$ cat config.mk
export PLATFORM = sky130hd
export DESIGN_NAME = rlp_item_encoder
export DESIGN_NICKNAME = d
export VERILOG_FILES = /design/src/design/rlp_pkg.sv /design/src/design/rlp_front.sv /design/src/design/rlp_cmd_fifo.sv /design/src/design/rlp_back.sv /design/src/design/rlp_item_encoder.sv
export SDC_FILE = /design/constraint.sdc
export NUM_CORES = 1
export LEC_CHECK = 0
export BUFFER_PORTS_ARGS = -buffer_cell sky130_fd_sc_hd__buf_4
export CORE_ASPECT_RATIO = 0.7
export CORE_MARGIN = 2
export CORE_UTILIZATION = 40
export DETAILED_ROUTE_END_ITERATION = 12
export PLACE_DENSITY = 0.57
export RECOVER_POWER = 25
export SYNTH_ARGS = -nofsm -noshare
export SYNTH_HDL_FRONTEND = slang
export SYNTH_SLANG_ARGS = --single-unit
$ cat constraint.sdc
create_clock -name clk -period 18.5 [get_ports clk]
set_input_delay 3.7 -clock clk [delete_from_list [all_inputs] [get_ports clk]]
set_output_delay 3.7 -clock clk [all_outputs]
set_load 0.01 [all_outputs]
$ cat src/design/rlp_pkg.sv
// rlp_pkg: shared types and constants for the RLP item encoder.
// Used by rlp_front, rlp_cmd_fifo, rlp_back and rlp_item_encoder.
package rlp_pkg;

  typedef enum logic [1:0] {
    REQ_STRING  = 2'd0,
    REQ_LIST    = 2'd1,
    REQ_PAYLOAD = 2'd2,
    REQ_UNUSED  = 2'd3
  } req_t;

  localparam logic [7:0] STR_SHORT_TAG  = 8'h80;
  localparam logic [7:0] STR_LONG_TAG   = 8'hb7;
  localparam logic [7:0] LIST_SHORT_TAG = 8'hc0;
  localparam logic [7:0] LIST_LONG_TAG  = 8'hf7;
  localparam logic [7:0] SINGLE_MAX     = 8'h7f;
  localparam logic [63:0] SHORT_LIMIT   = 64'd56;

  localparam int LEN_BYTES = 8;
  localparam int QDEPTH    = 4;
  localparam int QAW       = $clog2(QDEPTH);

  // one back-end command: a leading byte, then nbytes of len_al from the top
  typedef struct packed {
    logic [7:0]  lead;
    logic [3:0]  nbytes;
    logic [63:0] len_al;
  } cmd_t;

endpackage

$ cat src/design/rlp_front.sv
// rlp_front: accepts input items, applies the header rules and the drop flag,
// and emits one command per item that produces output. Depends on rlp_pkg.
module rlp_front (
  input  logic              clk,
  input  logic              rst_n,
  input  logic              push,
  output logic              full,
  input  logic [1:0]        in_req_type,
  input  logic [63:0]       in_payload_length,
  input  logic [7:0]        in_first_payload_byte,
  input  logic [7:0]        in_data_byte,
  input  logic              q_full,
  output logic              cmd_push,
  output rlp_pkg::cmd_t     cmd
);

  logic        drop_r, drop_nxt;
  logic        accept;
  logic        emit;
  logic [3:0]  n_v;
  logic [5:0]  shamt;
  logic [7:0]  short_tag, long_tag;
  rlp_pkg::req_t req;

  assign full   = q_full;
  assign accept = push & ~q_full;
  assign req    = rlp_pkg::req_t'(in_req_type);

  always_comb begin
    n_v = 4'd1;
    for (int i = 1; i < rlp_pkg::LEN_BYTES; i++) begin
      if ((in_payload_length >> (8 * i)) != 64'd0) begin
        n_v = 4'(i + 1);
      end
    end
  end

  assign shamt = 6'((rlp_pkg::LEN_BYTES - int'(n_v)) * 8);

  always_comb begin
    short_tag = rlp_pkg::STR_SHORT_TAG;
    long_tag  = rlp_pkg::STR_LONG_TAG;
    if (req == rlp_pkg::REQ_LIST) begin
      short_tag = rlp_pkg::LIST_SHORT_TAG;
      long_tag  = rlp_pkg::LIST_LONG_TAG;
    end
  end

  always_comb begin
    emit       = 1'b0;
    drop_nxt   = drop_r;
    cmd.lead   = short_tag + in_payload_length[7:0];
    cmd.nbytes = 4'd0;
    cmd.len_al = in_payload_length << shamt;
    if (in_payload_length >= rlp_pkg::SHORT_LIMIT) begin
      cmd.lead   = long_tag + {4'd0, n_v};
      cmd.nbytes = n_v;
    end
    case (req)
      rlp_pkg::REQ_STRING: begin
        drop_nxt = 1'b0;
        emit     = 1'b1;
        if (in_payload_length == 64'd1 && in_first_payload_byte == 8'd0) begin
          drop_nxt = 1'b1;
          cmd.lead = rlp_pkg::STR_SHORT_TAG;
        end else if (in_payload_length == 64'd1 &&
                     in_first_payload_byte <= rlp_pkg::SINGLE_MAX) begin
          emit = 1'b0;
        end
      end
      rlp_pkg::REQ_LIST: begin
        drop_nxt = 1'b0;
        emit     = 1'b1;
      end
      rlp_pkg::REQ_PAYLOAD: begin
        drop_nxt   = 1'b0;
        emit       = ~drop_r;
        cmd.lead   = in_data_byte;
        cmd.nbytes = 4'd0;
      end
      default: begin
        emit = 1'b0;
      end
    endcase
  end

  assign cmd_push = accept & emit;

  always_ff @(posedge clk) begin
    if (!rst_n) begin
      drop_r <= 1'b0;
    end else if (accept) begin
      drop_r <= drop_nxt;
    end
  end

endmodule

$ cat src/design/rlp_cmd_fifo.sv
// rlp_cmd_fifo: short command queue between front and back.
// Depends on rlp_pkg.
module rlp_cmd_fifo (
  input  logic          clk,
  input  logic          rst_n,
  input  logic          wr,
  input  rlp_pkg::cmd_t wr_cmd,
  output logic          q_full,
  input  logic          rd,
  output logic          q_empty,
  output rlp_pkg::cmd_t rd_cmd
);

  rlp_pkg::cmd_t             mem_r [rlp_pkg::QDEPTH];
  logic [rlp_pkg::QAW-1:0]   wp_r, rp_r;
  logic [rlp_pkg::QAW:0]     cnt_r;
  logic                      do_wr, do_rd;

  assign q_full  = (cnt_r == (rlp_pkg::QAW+1)'(rlp_pkg::QDEPTH));
  assign q_empty = (cnt_r == '0);
  assign do_wr   = wr & ~q_full;
  assign do_rd   = rd & ~q_empty;
  assign rd_cmd  = mem_r[rp_r];

  always_ff @(posedge clk) begin
    if (do_wr) begin
      mem_r[wp_r] <= wr_cmd;
    end
  end

  always_ff @(posedge clk) begin
    if (!rst_n) begin
      wp_r  <= '0;
      rp_r  <= '0;
      cnt_r <= '0;
    end else begin
      if (do_wr) wp_r <= wp_r + 1'b1;
      if (do_rd) rp_r <= rp_r + 1'b1;
      case ({do_wr, do_rd})
        2'b10:   cnt_r <= cnt_r + 1'b1;
        2'b01:   cnt_r <= cnt_r - 1'b1;
        default: cnt_r <= cnt_r;
      endcase
    end
  end

endmodule

$ cat src/design/rlp_back.sv
// rlp_back: takes commands from the queue and emits one byte per cycle
// into the output register while it is empty or popped. Depends on rlp_pkg.
module rlp_back (
  input  logic          clk,
  input  logic          rst_n,
  input  logic          q_empty,
  input  rlp_pkg::cmd_t rd_cmd,
  output logic          rd,
  output logic          empty,
  input  logic          pop,
  output logic [7:0]    out_byte,
  output logic          out_last_of_run
);

  logic        valid_r, valid_nxt;
  logic [7:0]  byte_r, byte_nxt;
  logic        last_r, last_nxt;
  logic [3:0]  rem_r, rem_nxt;
  logic [63:0] sh_r, sh_nxt;
  logic        slot_free;

  assign slot_free = ~valid_r | pop;
  assign empty           = ~valid_r;
  assign out_byte        = byte_r;
  assign out_last_of_run = last_r;

  always_comb begin
    valid_nxt = valid_r;
    byte_nxt  = byte_r;
    last_nxt  = last_r;
    rem_nxt   = rem_r;
    sh_nxt    = sh_r;
    rd        = 1'b0;
    if (slot_free) begin
      if (rem_r != 4'd0) begin
        valid_nxt = 1'b1;
        byte_nxt  = sh_r[63:56];
        last_nxt  = (rem_r == 4'd1);
        rem_nxt   = rem_r - 4'd1;
        sh_nxt    = sh_r << 8;
      end else if (!q_empty) begin
        rd        = 1'b1;
        valid_nxt = 1'b1;
        byte_nxt  = rd_cmd.lead;
        last_nxt  = (rd_cmd.nbytes == 4'd0);
        rem_nxt   = rd_cmd.nbytes;
        sh_nxt    = rd_cmd.len_al;
      end else begin
        valid_nxt = 1'b0;
      end
    end
  end

  always_ff @(posedge clk) begin
    if (!rst_n) begin
      valid_r <= 1'b0;
      rem_r   <= 4'd0;
    end else begin
      valid_r <= valid_nxt;
      rem_r   <= rem_nxt;
    end
  end

  always_ff @(posedge clk) begin
    byte_r <= byte_nxt;
    last_r <= last_nxt;
    sh_r   <= sh_nxt;
  end

endmodule

$ cat src/design/rlp_item_encoder.sv
// rlp_item_encoder: RLP length-prefix encoder, one output byte per transfer.
// The first byte of an item passes the command queue, then the output register, before it shows.
// Throughput: one input item per cycle while the 4-entry command queue has room;
// output runs one byte per cycle while pop keeps up; a header is 1 + n bytes (n length bytes, up to 8).
// Reset (rst_n low, synchronous): queue and output register empty, drop flag clear.
// Depends on rlp_pkg, rlp_front, rlp_cmd_fifo, rlp_back.
module rlp_item_encoder (
  input  logic        clk,
  input  logic        rst_n,
  input  logic        push,
  output logic        full,
  input  logic [1:0]  in_req_type,
  input  logic [63:0] in_payload_length,
  input  logic [7:0]  in_first_payload_byte,
  input  logic [7:0]  in_data_byte,
  output logic        empty,
  input  logic        pop,
  output logic [7:0]  out_byte,
  output logic        out_last_of_run
);

  logic          q_full, q_empty, cmd_push, rd;
  rlp_pkg::cmd_t cmd, rd_cmd;

  rlp_front u_front (
    .clk                   (clk),
    .rst_n                 (rst_n),
    .push                  (push),
    .full                  (full),
    .in_req_type           (in_req_type),
    .in_payload_length     (in_payload_length),
    .in_first_payload_byte (in_first_payload_byte),
    .in_data_byte          (in_data_byte),
    .q_full                (q_full),
    .cmd_push              (cmd_push),
    .cmd                   (cmd)
  );

  rlp_cmd_fifo u_fifo (
    .clk     (clk),
    .rst_n   (rst_n),
    .wr      (cmd_push),
    .wr_cmd  (cmd),
    .q_full  (q_full),
    .rd      (rd),
    .q_empty (q_empty),
    .rd_cmd  (rd_cmd)
  );

  rlp_back u_back (
    .clk             (clk),
    .rst_n           (rst_n),
    .q_empty         (q_empty),
    .rd_cmd          (rd_cmd),
    .rd              (rd),
    .empty           (empty),
    .pop             (pop),
    .out_byte        (out_byte),
    .out_last_of_run (out_last_of_run)
  );

endmodule

==> results of run 1 <==
-- layout make-up --
class	count	area, sq um
repair buffers	113	796
diodes	1	2.50
fillers	3768	22800
clock inverters	25	234
clock buffers	43	991
well taps	552	691
inverters	21	83.8
multi-input cells	694	5340
flip-flops and latches	392	11600
-- path summary, 6_finish.rpt --
kind / startpoint / endpoint / slack, ps / cells past startpoint
setup reg to reg: u_back.rem_r[0]$_SDFFE_PN0P_ / u_back.rem_r[3]$_SDFFE_PN0P_ / 11390 / 10
hold reg to reg: u_front.drop_r$_SDFFE_PN0P_ / u_front.drop_r$_SDFFE_PN0P_ / 470 / 2
setup / recovery: pop / u_back.rem_r[3]$_SDFFE_PN0P_ / 9310 / 8
hold / removal: u_front.drop_r$_SDFFE_PN0P_ / u_front.drop_r$_SDFFE_PN0P_ / 470 / 2
-- metrics by stage --
step / utilization [%] / cell area [sq um]
after global placement: 43.8 / 18600
final: 46.4 / 19800
after detailed placement: 43.8 / 18600
after floorplan: - / 17300
after CTS: 46.6 / 19900
after global routing: 46.4 / 19800
-- synth_stat cells (all sizes together), types with 4 or more instances --
| library cell | n |
|---|---|
| xor2 | 4 |
| ha | 13 |
| clkbuf | 43 |
| mux4 | 81 |
| a2bb2oi | 4 |
| nor3b | 4 |
| nand3 | 31 |
| a22oi | 8 |
| a211oi | 24 |
| o221ai | 7 |
| dfxtp | 15 |
| o21ai | 52 |
| mux2i | 12 |
| a21oi | 33 |
| nor4 | 13 |
| nor2 | 48 |
| o32ai | 6 |
| nand4 | 9 |
| inv | 21 |
| a21o | 15 |
| nor3 | 11 |
| edfxtp | 377 |
| a32oi | 4 |
| o31ai | 15 |
| and2 | 20 |
| and3 | 15 |
| a221oi | 4 |
| nand2 | 224 |
| buf | 27 |
| or4 | 7 |
| a31oi | 4 |
-- cell families (layout without fill, tap and decap cells) --
group / after synthesis / in the layout
AO/OA/AOI/OAI: 185 / 185
XOR/XNOR: 7 / 7
adder cells (fa/ha/maj): 14 / 14
buffers and inverters: 91 / 202
flip-flops: 392 / 392
multiplexers: 94 / 94
other: 0 / 1
AND/OR/NAND/NOR: 394 / 394
-- where the power goes --
group | switching [mW] | internal, mW
registers | 0.0535 | 1.19
clock network | 0.320 | 0.443
logic | 0.419 | 0.235
-- registers in the layout, summed over array words and instances, names as in the netlist, named ones only --
register / cells
u_fifo.mem_r: 304
u_back.sh_r: 64
u_back.out_byte: 8
u_back.rem_r: 4
u_fifo.cnt_r: 3
u_fifo.rp_r: 2
u_fifo.wp_r: 2
u_back.out_last_of_run: 1
u_back.valid_r: 1
u_front.drop_r: 1
-- layer usage --
layer	wire length, microns	global-route usage, %	share of wire, %	up-vias
li1	-	-	-	4733
met1	19800	28.3	45	5347
met2	20200	30.8	46	389
met3	3170	4.44	7.2	75
met4	923	4.91	2.1	0
met5	0	0	0	-
-- worst register-to-register path: cells and delay by family (launching register included) --
family	cells	cell delay (ps)
buffers and inverters	3	2930
adder cells (fa/ha/maj)	1	290
AO/OA/AOI/OAI	2	2640
AND/OR/NAND/NOR	4	710
flip-flops	1	410
==> reports/metrics.yaml, run 1 <==
run_status: "complete, but fails checks"
violations: "capacitance limit, slew limit"
route.vias.total: 10500
start_util_pct: 40.7
relSlewSlack_pct: -176
cp.arrival_ps: 9580
synth_compound_area_share_pct: 7.31
synth_seq_cells: 392
startpoint_type: "input port"
cp-end-kind: "flop"
grt_start_max_net_pins: 61
path_cells: "clkbuf_4, nor2b_1, a21oi_1, clkbuf_1, nand2b_1, o31a_1, nor2_1, nor2_1"
layout_commonest_cell: "edfxtp_1"
first_pass_iters: 5
finalHoldViolCount: 0
clk_latency_ps: 520
post_drt_wl_per_cell_microns: 23.9
synth.cell_area_sq_mm: 0.0173
drtIter0Drc: 925
worstSetupPathType: "in -> reg"
drc: 0
clockBufferDepth: 3
antenna_left: 0
antenna_found_initial: 1
coreArea_sq_mm: 0.0426
post-route-period-util_pct: 49.7
postSynthAreaPerCell_sq_um: 14.7
syn_nets: 1277
routed_via_density: 5.73
worstPathMaxFanout: 56
clock-sinks: 392
cpMaxStageDelayCell: "clkbuf_1"
path_clk_slew_ps: 60
tightest_slew_ps: 4140
synth_top_family_by_area: "multiplexers"
final_cell_mix: "377 x edfxtp_1, 222 x nand2_1, 96 x buf_4"
grt_pass1_vias: 10400
max_freq_ghz: 0.109
htreeDepth: 2
die_h_microns: 178
synth_edf_count: 377
grt.total_usage_pct: 19.8
yosysWarnings: 0
peakVddDrop_uv: 88.3
timing.final.ws_setup_ps: 9310
post_cts_buffers: 0
routabilityCongestion: 0.961
cts_tree: "built"
dp_hpwl_mm: 28.5
setup_viol: 0
layoutNonFillerInstCount: 1841
io_buffers: 96
grt_pass1_wl_mm: 65.9
cts_buffers: 39
crit_family: "buffers and inverters"
crit_top_cell: "nor2_1"
p_total_mw: 2.66
synth_cells: 1177
leakagePower_nw: 6.67
cellPowerDensity_mw_per_mm2: 134
cts_root_buffer: "clkbuf_16"
totalWireLength_mm: 44.1
final_layout_size_suffix_gt1_share_pct: 20.6
finClkSkew_ps: 17.1
slew_violations: 186
nets: 1361
fp.dieW_microns: 253
finalCriticalPeriod_ps: 9190
synth_xor_area_share_pct: 0.397
yosysSeqAreaShare_pct: 67.0
hold_ws_ps: 473
yosys.area.top_type_share_pct: 65.3
rsz0062_at_grt: "false"
cap_violations: 5
yosys.cell_types.count: 66
grt-ovfl-total: 0
worst_hold_path_type: "reg -> reg"
fin_setup_tns_ps: 0
cp_num_buf_inv: 2
cts_resized: 0
yosysTopAreaCell: "edfxtp_1"
synthMuxAreaShare_pct: 11.3
dieArea_sq_mm: 0.0451
slowest_delay_ps: 2610
placedCellCount: 1772
yosys.area_share.adder_pct: 1.05
holdBufCountCts: 0
area_growth_pct: 14.0
ys_top_cells_by_area: "edfxtp_1 65%, mux4_2 11%, nand2_1 4.8%"
fp-row-count: 63
synth-simple-area-share_pct: 10.7
io_pins: 97
synth_flop_cell: "edfxtp_1"
pre_cts_ws_ps: 10050
critPathRequiredTime_ps: 18890
ys_async_sr_fraction_pct: 0
Power figures use the tool's default switching activity.
==> run 2, diff against run 1 <==
- ABC_AREA: unset -> 1
- clock period: 18.5 -> 9.1 ns (I/O delays scaled with it)
==> run 2 against run 1 <==
Effect of this change: the flow still finishes with violations (capacitance limit, slew limit); non-clock buffer count is 3 higher; sequential share of layout area is 0.50 points lower; count of clock-buffer cells in the layout is 11 higher; final cell count is 29% higher; global-route usage is 1.6 points higher; hold slack worse by 21 ps; total power is 100% higher; clock skew is 3.3 ps lower; combinational power is 88% higher; design area is 0.86% higher; sequential power is 100% higher; clock power is 120% higher.
==> reports/metrics.yaml, run 2 <==
startpoint_type: "input port"
post_drt_wl_per_cell_microns: 20.3  # -15%
yosysSeqAreaShare_pct: 66.5  # -0.48 points
io_buffers: 96  # unchanged
clockBufferDepth: 3  # unchanged
hold_depth: 2  # unchanged
yosys.area.top_type_share_pct: 64.8  # -0.47 points
cp.arrival_ps: 6570  # -3010 ps
post-route-period-util_pct: 70.4
drc: 0  # unchanged
grt_start_max_net_pins: 85  # +39%
worst_hold_path_type: "reg -> reg"
reg2reg_depth: 4  # -6
synth.cell_area_sq_mm: 0.0175  # +0.72%
route.vias.total: 12800  # +21%
comb_power_share_pct: 22.8  # -1.8 points
cts_resized: 0  # unchanged
grt_pass1_wl_mm: 72.9  # +11%
startpoint: "in_payload_length[61]"
yosys.cell_types.count: 31  # -53%
yosysTopAreaCell: "edfxtp_1"
cts_tree: "built"
peakVddDrop_uv: 217  # +150%
rr_endpoint: "u_back.sh_r[63]$_DFFE_PP_"
worstPathMaxFanout: 61  # +8.9%
cts_root_buffer: "clkbuf_16"
violations: "capacitance limit, slew limit"
cellPowerDensity_mw_per_mm2: 272  # +100%
n_fill_cell: 4119  # +9.3%
run_status: "complete, but fails checks"
post_cts_buffers: 0  # unchanged
ys_async_sr_fraction_pct: 0  # unchanged
final_layout_size_suffix_gt1_share_pct: 9.80  # -11 points
synth_flop_cell: "edfxtp_1"
slew_violations: 359  # +93%
finalHoldViolCount: 0  # unchanged
nets: 1844  # +35%
synth_edf_count: 377  # unchanged
dr_wl_met3_mm: 3.88  # +22%
routed.top_layer: "met5"
max_freq_ghz: 0.156
grt.total_usage_pct: 21.4  # +1.6 points
layout_commonest_cell: "nor2_1"
routabilityCongestion: 0.846  # -12%
holdBufCountCts: 0  # unchanged
finalCriticalPeriod_ps: 6400
clock_power_share_pct: 30.7  # +2.0 points
first_pass_iters: 5  # unchanged
synth_most_common_cell: "nor2_1"
setup_viol: 0  # unchanged
dieArea_sq_mm: 0.0454  # +0.71%
tightest_slew_ps: 3840  # -300 ps
coreArea_sq_mm: 0.0434  # +2.0%
yosysWarnings: 0  # unchanged
syn_nets: 1796  # +41%
netSwitchingFraction_pct: 31.4  # +1.6 points
synth_cells: 1696  # +44%
clk_latency_ps: 540  # +20 ps
yosys-top-cells-count: "431 x nor2_1, 377 x edfxtp_1, 203 x nand3_1"
grt-ovfl-total: 0  # unchanged
grt_pass1_vias: 11900  # +15%
r2r_setup_slack_ps: 2770  # -8620 ps
cap_violations: 6  # +1
routed_via_density: 5.40  # -5.7%
clock-sinks: 392  # unchanged
finClkSkew_ps: 13.8  # -3.25 ps
rsz0062_at_grt: "false"
relSlewSlack_pct: -156  # +20 points
hp-start: "u_fifo.rp_r[1]$_SDFFE_PN0P_"
path_clk_slew_ps: 60  # about the same
hold_ws_ps: 451  # -21.2 ps
antenna_left: 0  # unchanged
largest_register_ffs: 304  # unchanged
p_sw_mw: 1.70  # +110%
leakagePower_nw: 7.13  # +7.0%
start_util_pct: 40.2  # -0.50 points
worstSetupPathType: "in -> reg"
fp-row-count: 64  # +1.6%
cp-end-kind: "flop"
ys_top_cells_by_area: "edfxtp_1 65%, nor2_1 9.3%, nand3_1 5.8%"
critPathRequiredTime_ps: 9270  # -9620 ps
antenna_found_initial: 1  # unchanged
htreeDepth: 2  # unchanged
antenna_cells: 0  # -1
dp_hpwl_mm: 28.6  # +0.44%
io_pins: 97  # unchanged
final_cell_mix: "428 x nor2_1, 377 x edfxtp_1, 203 x nand3_1"
intPower_mw: 3.72  # +99%
synth_seq_cells: 392  # unchanged
drtIter0Drc: 1366  # +48%
die_h_microns: 179  # +0.35%
postSynthAreaPerCell_sq_um: 10.3  # -30%
area_growth_pct: 14.1
wl_met1_mm: 23.2  # +17%
fin_setup_tns_ps: 0  # unchanged
cts_buffers: 40  # +2.6%
wl_met2_mm: 20.0  # -0.97%
seq_power_share_pct: 46.6  # about the same
largest-register: "u_fifo.mem_r"
fp.dieW_microns: 254  # +0.36%
totalWireLength_mm: 48.1  # +9.1%
-- run 2: cell types whose count changed after synthesis, sizes merged, moves of 26 or more --
cell	previous run	this run
clkbuf	43	75
nor2	48	433
o21ai	52	170
nand3	31	203
nand2	224	198
a31oi	4	66
mux4	81	0
-- run 2: logic make-up after synthesis --
group	Yosys count	synth area share (%)
XOR/XNOR	2	0.100
multiplexers	1	0.0573
adder cells (fa/ha/maj)	14	1.05
AND/OR/NAND/NOR	865	20.4
AO/OA/AOI/OAI	271	8.38
buffers and inverters	151	3.45
flip-flops	392	66.5
-- run 2: per-layer routing --
layer	vias to the layer above	global-route usage, %
li1	6078	-
met1	6122	32.5
met2	532	30.9
met3	56	4.59
met4	2	5.44
met5	-	0
-- run 2: area by class of cell --
cell class / instances / area [sq um] / area share, %
clock buffer: 54 / 1070 / 5.39
clock inverter: 19 / 231 / 1.16
inverter: 41 / 158 / 0.791
multi-input combinational: 1153 / 5280 / 26.5
sequential: 392 / 11600 / 58.3
tap: 594 / 743 / 3.73
timing repair buffer: 116 / 818 / 4.11
-- run 2: how the worst max path moves through the flow --
stage | end
final | u_fifo.mem_r[3][43]$_DFFE_PP_
after floorplan | u_fifo.mem_r[0][0]$_DFFE_PP_
after global routing | u_back.sh_r[63]$_DFFE_PP_
after global placement | u_fifo.mem_r[0][38]$_DFFE_PP_
after detailed placement | u_fifo.mem_r[0][6]$_DFFE_PP_
after CTS | u_fifo.mem_r[3][37]$_DFFE_PP_
-- run 2: worst max-delay path, stage by stage --
cell	delay, ps
clkbuf_4	110
nor2_1	40
nand2_1	100
nor2_4	40
buf_4	310
nand2_1	160
nor2_1	100
nand3_1	270
nor2_1	110
nand2_1	90
nand2_1	60
nand2_1	60
nand2_1	270
nor2_1	2020
buf_4	940
-- run 2: power groups by stage --
stage	sequential, mW	clock (mW)	combinational (mW)
2_1_floorplan	2.49	0	0.834
3_3_place_gp	2.55	0	1.23
3_5_place_dp	2.55	0	1.25
4_1_cts	2.52	1.69	1.25
5_1_grt	2.55	1.76	1.40
6_report	2.52	1.66	1.23
-- run 2: per-stage QoR --
step	cell area (sq um)	power (mW)	util, %	setup WS [ps]	instances
floorplan	17500	3.32	-	2760	1696
global placement	18700	3.78	43.1	3120	2296
detailed placement	18700	3.79	43.1	3040	2296
CTS	20000	5.45	46.1	3610	2369
global route	19900	5.71	45.9	2210	2369
finish	19900	5.41	45.9	2700	2369
